`config.mk`:
```
export PLATFORM = sky130hd
export DESIGN_NAME = ack_retransmit_table
export DESIGN_NICKNAME = d
export VERILOG_FILES = /design/src/design/art_pkg.sv /design/src/design/ack_retransmit_table.sv /design/src/design/art_ctrl.sv /design/src/design/art_dp.sv
export SDC_FILE = /design/constraint.sdc
export NUM_CORES = 1
export LEC_CHECK = 0
export ABC_AREA = 1
export ABC_CLOCK_PERIOD_IN_PS = 13970
export BUFFER_PORTS_ARGS = -buffer_cell sky130_fd_sc_hd__buf_2
export CAP_MARGIN = 10
export CORE_UTILIZATION = 55
export DETAILED_ROUTE_END_ITERATION = 16
export GPL_ROUTABILITY_DRIVEN = 0
export GPL_TIMING_DRIVEN = 0
export PLACE_DENSITY = 0.79
export RECOVER_POWER = 100
export REMOVE_ABC_BUFFERS = 1
export SYNTH_ARGS = -nofsm -noshare
export SYNTH_HDL_FRONTEND = slang
export SYNTH_HIERARCHICAL = 1
export SYNTH_SLANG_ARGS = --single-unit
export TNS_END_PERCENT = 20
```
`constraint.sdc`:
```
create_clock -name clock -period 13.97 [get_ports clock]
set_input_delay 2.794 -clock clock [delete_from_list [all_inputs] [get_ports clock]]
set_output_delay 2.794 -clock clock [all_outputs]
set_load 0.005 [all_outputs]
```
`src/design/art_pkg.sv`:
```
package art_pkg;

   // Operation codes carried on the request channel.
   typedef enum logic [1:0] {
      FUNC_SEND = 2'd0,
      FUNC_ACK  = 2'd1,
      FUNC_TICK = 2'd2
   } func_type;

   // Controller states.
   typedef enum logic [2:0] {
      ST_IDLE,
      ST_SEND,
      ST_ACK,
      ST_MASK,
      ST_SCAN
   } state_type;

   // Configuration register indexes and reset values.
   localparam int unsigned REG_RETRY_STEP   = 0;
   localparam logic [15:0] RETRY_STEP_RESET = 16'd500;

   // Commands from the controller to the datapath.
   typedef struct packed {
      logic load_req;
      logic do_send;
      logic do_ack;
      logic do_mask;
      logic fire;
      logic step;
   } cmd_type;

   // Status from the datapath to the controller.
   typedef struct packed {
      logic cur_fire;
      logic idx_last;
      logic out_free;
   } status_type;

endpackage

```
`src/design/ack_retransmit_table.sv`:
```
// Channel   Direction  Handshake          Carries
// req_*     in         req_valid/stall    func, now_ms, addresses, CRC, tag
// rsp_*     out        rsp_valid/stall    slot, resend fields, attempt, last
// APB       in         psel/penable       retry_step_ms at byte address 0
//
// A send or an ack first captures the request and then updates the slot
// table. A tick captures the request, takes a mask of the due slots and
// then scans the slots one by one, waiting at each due slot while the
// result register is full. Only one item is in work at a time; req_stall
// is high after acceptance until the item is finished.
// Reset is synchronous and marks every slot inactive and the step as 500.
module ack_retransmit_table #(
   parameter int SLOTS = 4
) (
   input  logic        clock,
   input  logic        reset,
   // Request channel.
   input  logic        req_valid,
   output logic        req_stall,
   input  logic [1:0]  req_func,
   input  logic [31:0] req_now_ms,
   input  logic [7:0]  req_dest_addr,
   input  logic [7:0]  req_src_addr,
   input  logic [15:0] req_frame_crc,
   input  logic [7:0]  req_packet_tag,
   // Result channel.
   output logic        rsp_valid,
   input  logic        rsp_stall,
   output logic [3:0]  rsp_slot,
   output logic [7:0]  rsp_resend_tag,
   output logic [7:0]  rsp_resend_dest,
   output logic [7:0]  rsp_resend_src,
   output logic [15:0] rsp_resend_crc,
   output logic [7:0]  rsp_attempt,
   output logic        rsp_last,
   // Configuration port.
   input  logic        psel,
   input  logic        penable,
   input  logic        pwrite,
   input  logic [1:0]  paddr,
   input  logic [31:0] pwdata,
   output logic [31:0] prdata,
   output logic        pready
);
   import art_pkg::*;

   cmd_type     cmd;
   status_type  status;
   logic [15:0] retry_step_ff;
   logic        csr_write;

   // There is a single register, so every address in the 4-byte window
   // selects it. Writes complete in the access phase since pready is tied high.
   assign pready    = 1'b1;
   assign csr_write = psel && penable && pwrite && pready;
   assign prdata    = {16'd0, retry_step_ff};

   always_ff @(posedge clock) begin
      if (reset) begin
         retry_step_ff <= RETRY_STEP_RESET;
      end else if (csr_write && (paddr[1:0] == 2'd0 || paddr[1:0] != 2'd0)) begin
         retry_step_ff <= pwdata[15:0];
      end
   end

   // The controller sequences each item; the datapath holds the slot table,
   // the tick scan pointer and the result register.
   art_ctrl u_ctrl (
      .clock     (clock),
      .reset     (reset),
      .req_valid (req_valid),
      .req_func  (req_func),
      .req_stall (req_stall),
      .status    (status),
      .cmd       (cmd)
   );

   art_dp #(
      .SLOTS (SLOTS)
   ) u_dp (
      .clock           (clock),
      .reset           (reset),
      .cmd             (cmd),
      .status          (status),
      .retry_step      (retry_step_ff),
      .req_now_ms      (req_now_ms),
      .req_dest_addr   (req_dest_addr),
      .req_src_addr    (req_src_addr),
      .req_frame_crc   (req_frame_crc),
      .req_packet_tag  (req_packet_tag),
      .rsp_valid       (rsp_valid),
      .rsp_stall       (rsp_stall),
      .rsp_slot        (rsp_slot),
      .rsp_resend_tag  (rsp_resend_tag),
      .rsp_resend_dest (rsp_resend_dest),
      .rsp_resend_src  (rsp_resend_src),
      .rsp_resend_crc  (rsp_resend_crc),
      .rsp_attempt     (rsp_attempt),
      .rsp_last        (rsp_last)
   );

endmodule

```
`src/design/art_ctrl.sv`:
```
module art_ctrl (
   input  logic                clock,
   input  logic                reset,
   input  logic                req_valid,
   input  logic [1:0]          req_func,
   output logic                req_stall,
   input  art_pkg::status_type status,
   output art_pkg::cmd_type    cmd
);
   import art_pkg::*;

   state_type state_ff;
   state_type state_in;
   logic      accept;

   assign req_stall = (state_ff != ST_IDLE);
   assign accept    = req_valid && (state_ff == ST_IDLE);

   always_ff @(posedge clock) begin
      if (reset) begin
         state_ff <= ST_IDLE;
      end else begin
         state_ff <= state_in;
      end
   end

   always_comb begin
      state_in = state_ff;
      unique case (state_ff)
         ST_IDLE: begin
            if (accept) begin
               case (req_func)
                  FUNC_SEND: state_in = ST_SEND;
                  FUNC_ACK:  state_in = ST_ACK;
                  FUNC_TICK: state_in = ST_MASK;
                  default:   state_in = ST_IDLE;
               endcase
            end
         end
         ST_SEND: state_in = ST_IDLE;
         ST_ACK:  state_in = ST_IDLE;
         ST_MASK: state_in = ST_SCAN;
         ST_SCAN: begin
            if ((!status.cur_fire || status.out_free) && status.idx_last) begin
               state_in = ST_IDLE;
            end
         end
         default: state_in = ST_IDLE;
      endcase
   end

   always_comb begin
      cmd = '0;
      unique case (state_ff)
         ST_IDLE: cmd.load_req = accept;
         ST_SEND: cmd.do_send  = 1'b1;
         ST_ACK:  cmd.do_ack   = 1'b1;
         ST_MASK: cmd.do_mask  = 1'b1;
         ST_SCAN: begin
            // A due slot waits here until the result register is free.
            cmd.fire = status.cur_fire && status.out_free;
            cmd.step = !status.cur_fire || status.out_free;
         end
         default: cmd = '0;
      endcase
   end

endmodule

```
`src/design/art_dp.sv`:
```
module art_dp #(
   parameter int SLOTS = 4
) (
   input  logic                clock,
   input  logic                reset,
   input  art_pkg::cmd_type    cmd,
   output art_pkg::status_type status,
   input  logic [15:0]         retry_step,
   input  logic [31:0]         req_now_ms,
   input  logic [7:0]          req_dest_addr,
   input  logic [7:0]          req_src_addr,
   input  logic [15:0]         req_frame_crc,
   input  logic [7:0]          req_packet_tag,
   output logic                rsp_valid,
   input  logic                rsp_stall,
   output logic [3:0]          rsp_slot,
   output logic [7:0]          rsp_resend_tag,
   output logic [7:0]          rsp_resend_dest,
   output logic [7:0]          rsp_resend_src,
   output logic [15:0]         rsp_resend_crc,
   output logic [7:0]          rsp_attempt,
   output logic                rsp_last
);
   import art_pkg::*;

   localparam int IDX_W = (SLOTS > 1) ? $clog2(SLOTS) : 1;

   // Slot table.
   logic [7:0]  dest_ff     [SLOTS];
   logic [7:0]  src_ff      [SLOTS];
   logic [15:0] crc_ff      [SLOTS];
   logic [7:0]  tag_ff      [SLOTS];
   logic [31:0] deadline_ff [SLOTS];
   logic [7:0]  sends_ff    [SLOTS];

   // Captured request.
   logic [31:0] now_ff;
   logic [7:0]  rdest_ff;
   logic [7:0]  rsrc_ff;
   logic [15:0] rcrc_ff;
   logic [7:0]  rtag_ff;

   // Tick scan state.
   logic [SLOTS-1:0] mask_ff;
   logic [SLOTS-1:0] mask_in;
   logic [IDX_W-1:0] idx_ff;
   logic [SLOTS-1:0] ack_hit;

   // Result register.
   logic        out_valid_ff;
   logic [3:0]  out_slot_ff;
   logic [7:0]  out_tag_ff;
   logic [7:0]  out_dest_ff;
   logic [7:0]  out_src_ff;
   logic [15:0] out_crc_ff;
   logic [7:0]  out_attempt_ff;
   logic        out_last_ff;

   logic [23:0] backoff;
   logic [31:0] deadline_in;
   logic [7:0]  sends_in;
   logic        more_due;

   always_comb begin
      for (int i = 0; i < SLOTS; i++) begin
         mask_in[i] = (sends_ff[i] != 8'd0) && (deadline_ff[i] < now_ff);
         ack_hit[i] = (sends_ff[i] != 8'd0) && (dest_ff[i] == rsrc_ff) &&
                      (src_ff[i] == rdest_ff) && (crc_ff[i] == rcrc_ff);
      end
   end

   always_comb begin
      more_due = 1'b0;
      for (int j = 0; j < SLOTS; j++) begin
         if ((IDX_W'(j) > idx_ff) && mask_ff[j]) begin
            more_due = 1'b1;
         end
      end
   end

   assign backoff     = retry_step * sends_ff[idx_ff];
   assign deadline_in = now_ff + {8'd0, backoff};
   assign sends_in    = sends_ff[idx_ff] + 8'd1;

   assign status.cur_fire = mask_ff[idx_ff];
   assign status.idx_last = (idx_ff == IDX_W'(SLOTS - 1));
   assign status.out_free = !out_valid_ff || !rsp_stall;

   // Control state and the send counts, which mark slots active.
   always_ff @(posedge clock) begin
      if (reset) begin
         for (int i = 0; i < SLOTS; i++) begin
            sends_ff[i] <= 8'd0;
         end
         mask_ff      <= '0;
         idx_ff       <= '0;
         out_valid_ff <= 1'b0;
      end else begin
         if (cmd.do_send) begin
            for (int i = SLOTS - 1; i > 0; i--) begin
               sends_ff[i] <= sends_ff[i-1];
            end
            sends_ff[0] <= 8'd1;
         end
         if (cmd.do_ack) begin
            for (int i = 0; i < SLOTS; i++) begin
               if (ack_hit[i]) begin
                  sends_ff[i] <= 8'd0;
               end
            end
         end
         if (cmd.do_mask) begin
            mask_ff <= mask_in;
            idx_ff  <= '0;
         end
         // A new result may replace one that leaves in the same cycle.
         if (cmd.fire) begin
            sends_ff[idx_ff] <= sends_in;
            out_valid_ff     <= 1'b1;
         end else if (out_valid_ff && !rsp_stall) begin
            out_valid_ff <= 1'b0;
         end
         if (cmd.step && !status.idx_last) begin
            idx_ff <= idx_ff + 1'b1;
         end
      end
   end

   // Payload registers.
   always_ff @(posedge clock) begin
      if (cmd.load_req) begin
         now_ff   <= req_now_ms;
         rdest_ff <= req_dest_addr;
         rsrc_ff  <= req_src_addr;
         rcrc_ff  <= req_frame_crc;
         rtag_ff  <= req_packet_tag;
      end
      if (cmd.do_send) begin
         for (int i = SLOTS - 1; i > 0; i--) begin
            dest_ff[i]     <= dest_ff[i-1];
            src_ff[i]      <= src_ff[i-1];
            crc_ff[i]      <= crc_ff[i-1];
            tag_ff[i]      <= tag_ff[i-1];
            deadline_ff[i] <= deadline_ff[i-1];
         end
         dest_ff[0]     <= rdest_ff;
         src_ff[0]      <= rsrc_ff;
         crc_ff[0]      <= rcrc_ff;
         tag_ff[0]      <= rtag_ff;
         deadline_ff[0] <= now_ff + {16'd0, retry_step};
      end
      if (cmd.do_ack) begin
         for (int i = 0; i < SLOTS; i++) begin
            if (ack_hit[i]) begin
               deadline_ff[i] <= 32'd0;
            end
         end
      end
      if (cmd.fire) begin
         deadline_ff[idx_ff] <= deadline_in;
         out_slot_ff         <= 4'(idx_ff);
         out_tag_ff          <= tag_ff[idx_ff];
         out_dest_ff         <= dest_ff[idx_ff];
         out_src_ff          <= src_ff[idx_ff];
         out_crc_ff          <= crc_ff[idx_ff];
         out_attempt_ff      <= sends_in;
         out_last_ff         <= !more_due;
      end
   end

   assign rsp_valid       = out_valid_ff;
   assign rsp_slot        = out_slot_ff;
   assign rsp_resend_tag  = out_tag_ff;
   assign rsp_resend_dest = out_dest_ff;
   assign rsp_resend_src  = out_src_ff;
   assign rsp_resend_crc  = out_crc_ff;
   assign rsp_attempt     = out_attempt_ff;
   assign rsp_last        = out_last_ff;

endmodule

```
==> metrics.md, run 1 <==
| Metric | Value |
|---|---|
| CTS H-tree depth | 2 |
| Hold Path Sink | u_dp/tag_ff[0][6] |
| I/O pins | 203 |
| Hold Path Stages | 0 |
| Die height | 234 µm |
| Fmax | 0.119 GHz |
| WL met2 | 36100 µm |
| Worst hold path class | register to register |
| Post-CTS Hold Buffers | 0 |
| Routed wire length | 77000 µm |
| Yosys reg bits | 471 |
| Die Wd | 234 µm |
| Mapped Avg Cell Area | 9.17 µm² |
| Critical path depth in cells | 9 |
| CP Class | input pin to register |
| Yosys cell types | 54 |
| Total GRT Usage | 0.281 |
| Worst-path clk slew | 0.06 ns |
| Transition time at the pin with the least slew margin | 4.26 ns |
| Power, Total | 4.05 mW |
| Final min period | 8.37 ns |
| Cell Chain, Critical Path | buf_2, nand2_1, nand2_1, nor2_1, nand2_1, inv_1, nor2_1, nand2_1, clkbuf_1 |
| Share of layout cells above drive strength 1 | 0.0791 |
| Max-cap violation count | 6 |
| Global route overflow | 0 |
| Final ANT Viol Nets | 0 |
| Worst EP arrival | 8.56 ns |
| Max incr delay on CP | 1.75 ns |
| Status | complete, but fails checks |
| Vias per cell | 5.85 |
| Global-route wire length before repair | 120000 µm |
| Initial cell density of the core | 0.561 |
| Worst vdd ir | 0.102 mV |
| Pwr Density | 124 nW/µm² |
| WP data required | 14.16 ns |
| Cell mode on critical path | nand2_1 |
| Yosys warns | 6 |
| Final nets | 3804 |
| Met3 wire len | 6830 µm |
| Min-delay src | u_dp/rtag_ff[6] |
| Slack of the critical path | 5.60 ns |
| Top sig layer | met4 |
| R2R cell count | 10 |
| Vias | 24100 |
| Antenna violations before repair | 2 |
| FFs w/ async S/R, synth | 0 |
| Worst slack, placed | 6.83 ns |
| Unrepaired setup endpoints after global routing | false |
| # setup viols final | 0 |
| Cell area after synthesis | 29700 µm² |
| Syn Inst Count | 3239 |
| Met1 WL | 30800 µm |
| Relative slew slack | -1.84 |
| Clock sink total | 471 |
| TritonCTS buffer count | 50 |
| Core Area | 53000 µm² |
| Setup bufs post-CTS | 0 |
| CTS tree | yes |
| Clock skew | 0.0782 ns |
| Startpoint types | input pin |
| Pleak | 14.1 nW |
| DRC | 0 |
| Detailed placement HPWL | 58500 µm |
| Failing checks | max-capacitance violations, max-slew violations |
| Crit Reg-Reg Endpoint | u_dp/deadline_ff[0][31] |
| Critical path's slowest cell | nor2_1 |
| Max-slew violations | 322 |
| Post_cts resized | 0 |
| Final hold vios | 0 |
| Worst Path Max Fanout | 26 |
| Ys flop type | edfxtp_1 |
| R2r startpoint | u_dp/idx_ff[0] |
| Pin count of the biggest net entering global routing | 104 |
| Worst skew pair latency | 0.66 ns |
| Clock Tree Buf Depth | 3 |
| Rows | 84 |
| DIE AREA | 55000 µm² |
| Post-synth EDFFs | 443 |
| Wire per inst | 18.7 µm |
| PortBufs | 165 |
| Worst setup EP type | register |
| Crit path buffers/inverters | 3 |
| CP delay by family, top | simple AND/OR/NAND/NOR gates |
| Syn-to-layout area delta | 9.85% |
| Final period util | 0.599 |
| Register-to-register setup slack | 6.33 ns |
| Number of global-route vias before repair | 22900 |
| Worst hold slack | 0.384 ns |
| Drt pass-1 iters | 6 |
| First DRT Iteration DRCs | 2570 |
| Seq/Total Area, Yosys | 0.467 |
| CTS root buf | clkbuf_16 |
==> where the power goes <==
| part | leakage (nW) | internal (mW) | total, mW | switching [mW] |
|---|---|---|---|---|
| combinational | 8.99 | 0.334 | 1.09 | 0.757 |
| sequential | 4.34 | 1.60 | 1.65 | 0.0499 |
| clock | 0.781 | 0.725 | 1.30 | 0.579 |
| total | 14.1 | 2.66 | 4.05 | 1.39 |
==> how the worst max path moves through the flow <==
stage                             from                 endpoint  slack, ns
floorplan           u_ctrl/state_ff[0]   u_dp/deadline_ff[1][0]      -1.87
global placement    u_ctrl/state_ff[0]  u_dp/deadline_ff[2][28]      -8.95
detailed placement           rsp_stall  u_dp/deadline_ff[0][29]       6.83
CTS                          rsp_stall  u_dp/deadline_ff[0][31]       7.46
global route                 rsp_stall  u_dp/deadline_ff[0][28]       5.17
finish                       rsp_stall  u_dp/deadline_ff[0][31]       5.60
==> layout by cell type, fill, tap and decap left out, drive strengths merged, types with 7 or more instances in the layout <==
master,count
clkinvlp,7
clkbuf,131
nor4,8
nand4,73
a21oi,156
ha,196
dfxtp,28
buf,131
clkinv,24
o22ai,35
edfxtp,443
inv,403
nor2,334
xnor2,53
nand2,667
fa,107
o21ai,218
nand3,289
nor3,25
conb,19
o21a,9
or2,18
xor2,26
==> kinds of logic (layout without fill, tap and decap cells) <==
group / count (synthesis) / in the layout / share of synthesized area
adder cells (fa/ha/maj): 303 / 303 / 0.155
other: 3 / 21 / 0.000379
buffers and inverters: 525 / 697 / 0.0718
AND/OR/NAND/NOR: 1418 / 1418 / 0.204
flip-flops: 471 / 471 / 0.467
AO/OA/AOI/OAI: 440 / 440 / 0.0786
XOR/XNOR: 79 / 79 / 0.0235
==> synth_stat cells, drive strengths merged (2+ instances only) <==
master    n  area share
a21boi    3     0.00076
a21o      4      0.0010
a21oi   156       0.027
a31oi     5      0.0011
buf      63       0.013
clkbuf   50      0.0063
clkinv    7     0.00088
conb      3     0.00038
dfxtp    28       0.019
edfxtp  443        0.45
fa      107       0.072
ha      196       0.083
inv     405       0.051
nand2   667       0.085
nand3   289       0.050
nand3b    2     0.00051
nand4    73       0.016
nor2    334       0.043
nor3     25      0.0046
nor4      8      0.0017
o21a      9      0.0023
o21ai   218       0.037
o21bai    5      0.0013
o22ai    35      0.0074
or2      18      0.0038
xnor2    53       0.016
xor2     26      0.0079
==> metal layers <==
metal	vias to the layer above	track usage
met5	-	0
met4	0	0.131
met3	211	0.0386
met2	1273	0.462
met1	11400	0.371
li1	11200	-
==> worst reg2reg max path: cells and delay by family, from the launching register on <==
family,cells,cell delay (ns)
AND/OR/NAND/NOR,5,3.69
buffers and inverters,3,2.19
flip-flops,1,0.84
AO/OA/AOI/OAI,2,0.45
==> metrics by stage <==
step / utilization / setup TNS, ns / instance area [µm²] / std cells
6_report: 0.616 / 0 / 32600 / 4117
4_1_cts: 0.622 / 0 / 33000 / 4114
3_5_place_dp: 0.591 / 0 / 31300 / 4021
2_1_floorplan: - / -302.17 / 29200 / 3142
3_3_place_gp: 0.583 / -2016.47 / 30900 / 3995
5_1_grt: 0.616 / 0 / 32600 / 4117
==> cell type report <==
type	instances	area, µm²
sequential	471	13900
tap	688	861
clock buffer	70	1390
fill	4354	20300
multi-input combinational	2259	13800
antenna	2	5.00
inverter	412	1550
timing repair buffer	192	952
clock inverter	23	255
==> registers in the layout (all words and copies together) (netlist names), named ones only <==
register and flops:
retry_step_ff 16, u_ctrl/state_ff 3, u_dp/crc_ff 64, u_dp/deadline_ff 128
u_dp/dest_ff 32, u_dp/idx_ff 2, u_dp/mask_ff 4, u_dp/now_ff 32
u_dp/rcrc_ff 16, u_dp/rdest_ff 8, u_dp/rsp_attempt 8, u_dp/rsp_last 1
u_dp/rsp_resend_crc 16, u_dp/rsp_resend_dest 8, u_dp/rsp_resend_src 8, u_dp/rsp_resend_tag 8
u_dp/rsp_slot 2, u_dp/rsp_valid 1, u_dp/rsrc_ff 8, u_dp/rtag_ff 8
u_dp/sends_ff 32, u_dp/src_ff 32, u_dp/tag_ff 32
No activity file was read; power rests on OpenSTA's default activity.
==> run 2, diff against run 1 <==
Settings changed: ABC_CLOCK_PERIOD_IN_PS 13970 to 8300, PLACE_DENSITY 0.79 to 0.77.
Clock period 13.97 ns to 8.3 ns, I/O delays scaled along.
==> run 2 against run 1 <==
Compared with the run above: setup slack got worse by 4.3 ns; sequential power increased by 68%; sequential share of layout area decreased by 0.067 points; routed wire length decreased by 0.58%; the flow still finishes with violations (max-capacitance violations, max-slew violations); sequential cell count unchanged; global-route usage about the same; critical endpoint is now u_dp/sends_ff[3][3].
==> metrics.md, run 2 (synthesized netlist as in run 1, its figures left out) <==
| Metric | Value |
|---|---|
| Wire per inst | 18.6 µm |
| Critical path's slowest cell | nor2_1 |
| Worst Path Max Fanout | 50 |
| CP Class | register to register |
| Crit Reg-Reg Endpoint | u_dp/sends_ff[3][3] |
| Min-delay src | u_dp/rtag_ff[2] |
| DIE AREA | 55000 µm² |
| Final period util | 0.838 |
| Worst vdd ir | 0.202 mV |
| Syn-to-layout area delta | 10.0% |
| Hold Path Stages | 0 |
| Clock sink total | 471 |
| Setup bufs post-CTS | 0 |
| Number of global-route vias before repair | 22400 |
| Most frequent cells in the layout | 657 x nand2_1, 443 x edfxtp_1, 370 x inv_1 |
| Setup TNS | 0 ns |
| Share of layout cells above drive strength 1 | 0.0809 |
| Worst-path clk slew | 0.07 ns |
| Post_cts resized | 0 |
| Largest registers | u_dp/deadline_ff: 128 flops, u_dp/crc_ff: 64 flops |
| First DRT Iteration DRCs | 2618 |
| Die height | 234 µm |
| Cell Chain, Critical Path | inv_1, o21ai_0, o22ai_1, nand2_1, nor2_1, nand2_1, inv_2, nor3_1, nand3_1, nand2_1 |
| CTS H-tree depth | 2 |
| Fmax | 0.144 GHz |
| R2r startpoint | u_dp/idx_ff[1] |
| Initial cell density of the core | 0.561 |
| CTS tree | yes |
| Final nets | 3802 |
| Die Wd | 234 µm |
| Max-slew violations | 343 |
| Antenna violations before repair | 2 |
| Pleak | 14.2 nW |
| Final ANT Viol Nets | 0 |
| PortBufs | 165 |
| Unrepaired setup endpoints after global routing | false |
| Core Area | 53000 µm² |
| R2R cell count | 10 |
| Post-CTS Hold Buffers | 0 |
| Relative slew slack | -0.769 |
| Hold Path Sink | u_dp/tag_ff[0][2] |
| Final min period | 6.96 ns |
| Transition time at the pin with the least slew margin | 2.65 ns |
| Multi-input combinational cell area | 13800 µm² |
| Routed wire length | 76600 µm |
| Detailed placement HPWL | 58300 µm |
| TritonCTS buffer count | 48 |
| Clock skew | 0.0608 ns |
| Fillers | 4368 |
| CTS root buf | clkbuf_16 |
| Cell mode on critical path | nand2_1 |
| Pin count of the biggest net entering global routing | 104 |
| # setup viols final | 0 |
| DRC | 0 |
| Rows | 84 |
| Global-route wire length before repair | 119000 µm |
| Status | complete, but fails checks |
| Final hold vios | 0 |
| Clock Tree Buf Depth | 3 |
| Failing checks | max-capacitance violations, max-slew violations |
| Pwr Density | 208 nW/µm² |
| Global route overflow | 0 |
| I/O pins | 203 |
| Worst skew pair latency | 0.64 ns |
| Max reg flops | 128 |
| Vias per cell | 5.81 |
| Worst hold path class | register to register |
| Register-to-register setup slack | 1.34 ns |
| Drt pass-1 iters | 8 |
| Worst hold slack | 0.412 ns |
| Startpoint types | register |
| Register area | 13900 µm² |
| Worst setup EP type | register |
| Largest Register | u_dp/deadline_ff |
| Worst EP arrival | 7.31 ns |
| WP data required | 8.66 ns |
| Max incr delay on CP | 1.75 ns |
| Max-cap violation count | 8 |
| Most common cell after layout, fill and taps aside | nand2_1 |
| Vias | 23900 |
| Total GRT Usage | 0.281 |
run 2: cell types whose count changed in the layout (fill, tap and decap cells not counted), sizes merged:
cell,change
clkinv,+1
inv,+2
bufinv,+2
clkbuf,-14
buf,+9
clkinvlp,-3
run 2: report_power, final:
group	switching (mW)	total [mW]	internal [mW]	leakage, nW
clock	0.958	2.18	1.22	0.769
combinational	1.27	1.84	0.569	9.05
sequential	0.0838	2.78	2.70	4.34
run 2: cell type report:
cell class | count | share of cell area
flip-flops and latches | 471 | 0.424
multi-input cells | 2259 | 0.421
inverters | 412 | 0.0477
clock buffers | 65 | 0.0402
repair buffers | 192 | 0.0314
well taps | 688 | 0.0263
clock inverters | 25 | 0.00900
diodes | 2 | 0.000153
run 2: worst max path at each step:
stage                     cells past startpoint          startpoint  slack, ns                       to
after floorplan                               4  u_ctrl/state_ff[0]      -7.54   u_dp/deadline_ff[1][0]
after global placement                        4  u_ctrl/state_ff[0]     -14.89  u_dp/deadline_ff[2][30]
after detailed placement                     22            register       1.85  u_dp/deadline_ff[3][14]
after CTS                                    22            register       1.80  u_dp/deadline_ff[3][14]
after global routing                         10      u_dp/idx_ff[1]       0.78      u_dp/sends_ff[3][3]
final                                        10      u_dp/idx_ff[1]       1.34      u_dp/sends_ff[3][3]
run 2: critical path, delay by kind of cell, from the launching register on:
| family | cells | cell delay, ns |
|---|---|---|
| DFF | 1 | 0.69 |
| and+or+nand+nor | 6 | 4.11 |
| buffers and inverters | 2 | 1.45 |
| AOI/OAI and AO/OA | 2 | 0.42 |
run 2: through the flow:
stage,power [mW],area [µm²],worst slack (ns),utilization,instances
after global placement,4.59,30900,-14.89,0.583,3995
after global routing,7.14,32700,0.783,0.617,4114
after CTS,6.81,32900,1.80,0.621,4111
after detailed placement,4.63,31300,1.85,0.591,4021
after floorplan,4.08,29200,-7.54,-,3142
final,6.80,32700,1.34,0.617,4114
run 2: layer usage:
layer | global-route usage | part of all wire | routed length, µm
met4 | 0.111 | 0.038 | 2890
met3 | 0.0402 | 0.088 | 6700
met5 | 0 | 0 | 0
met1 | 0.379 | 0.41 | 31400
met2 | 0.458 | 0.46 | 35600
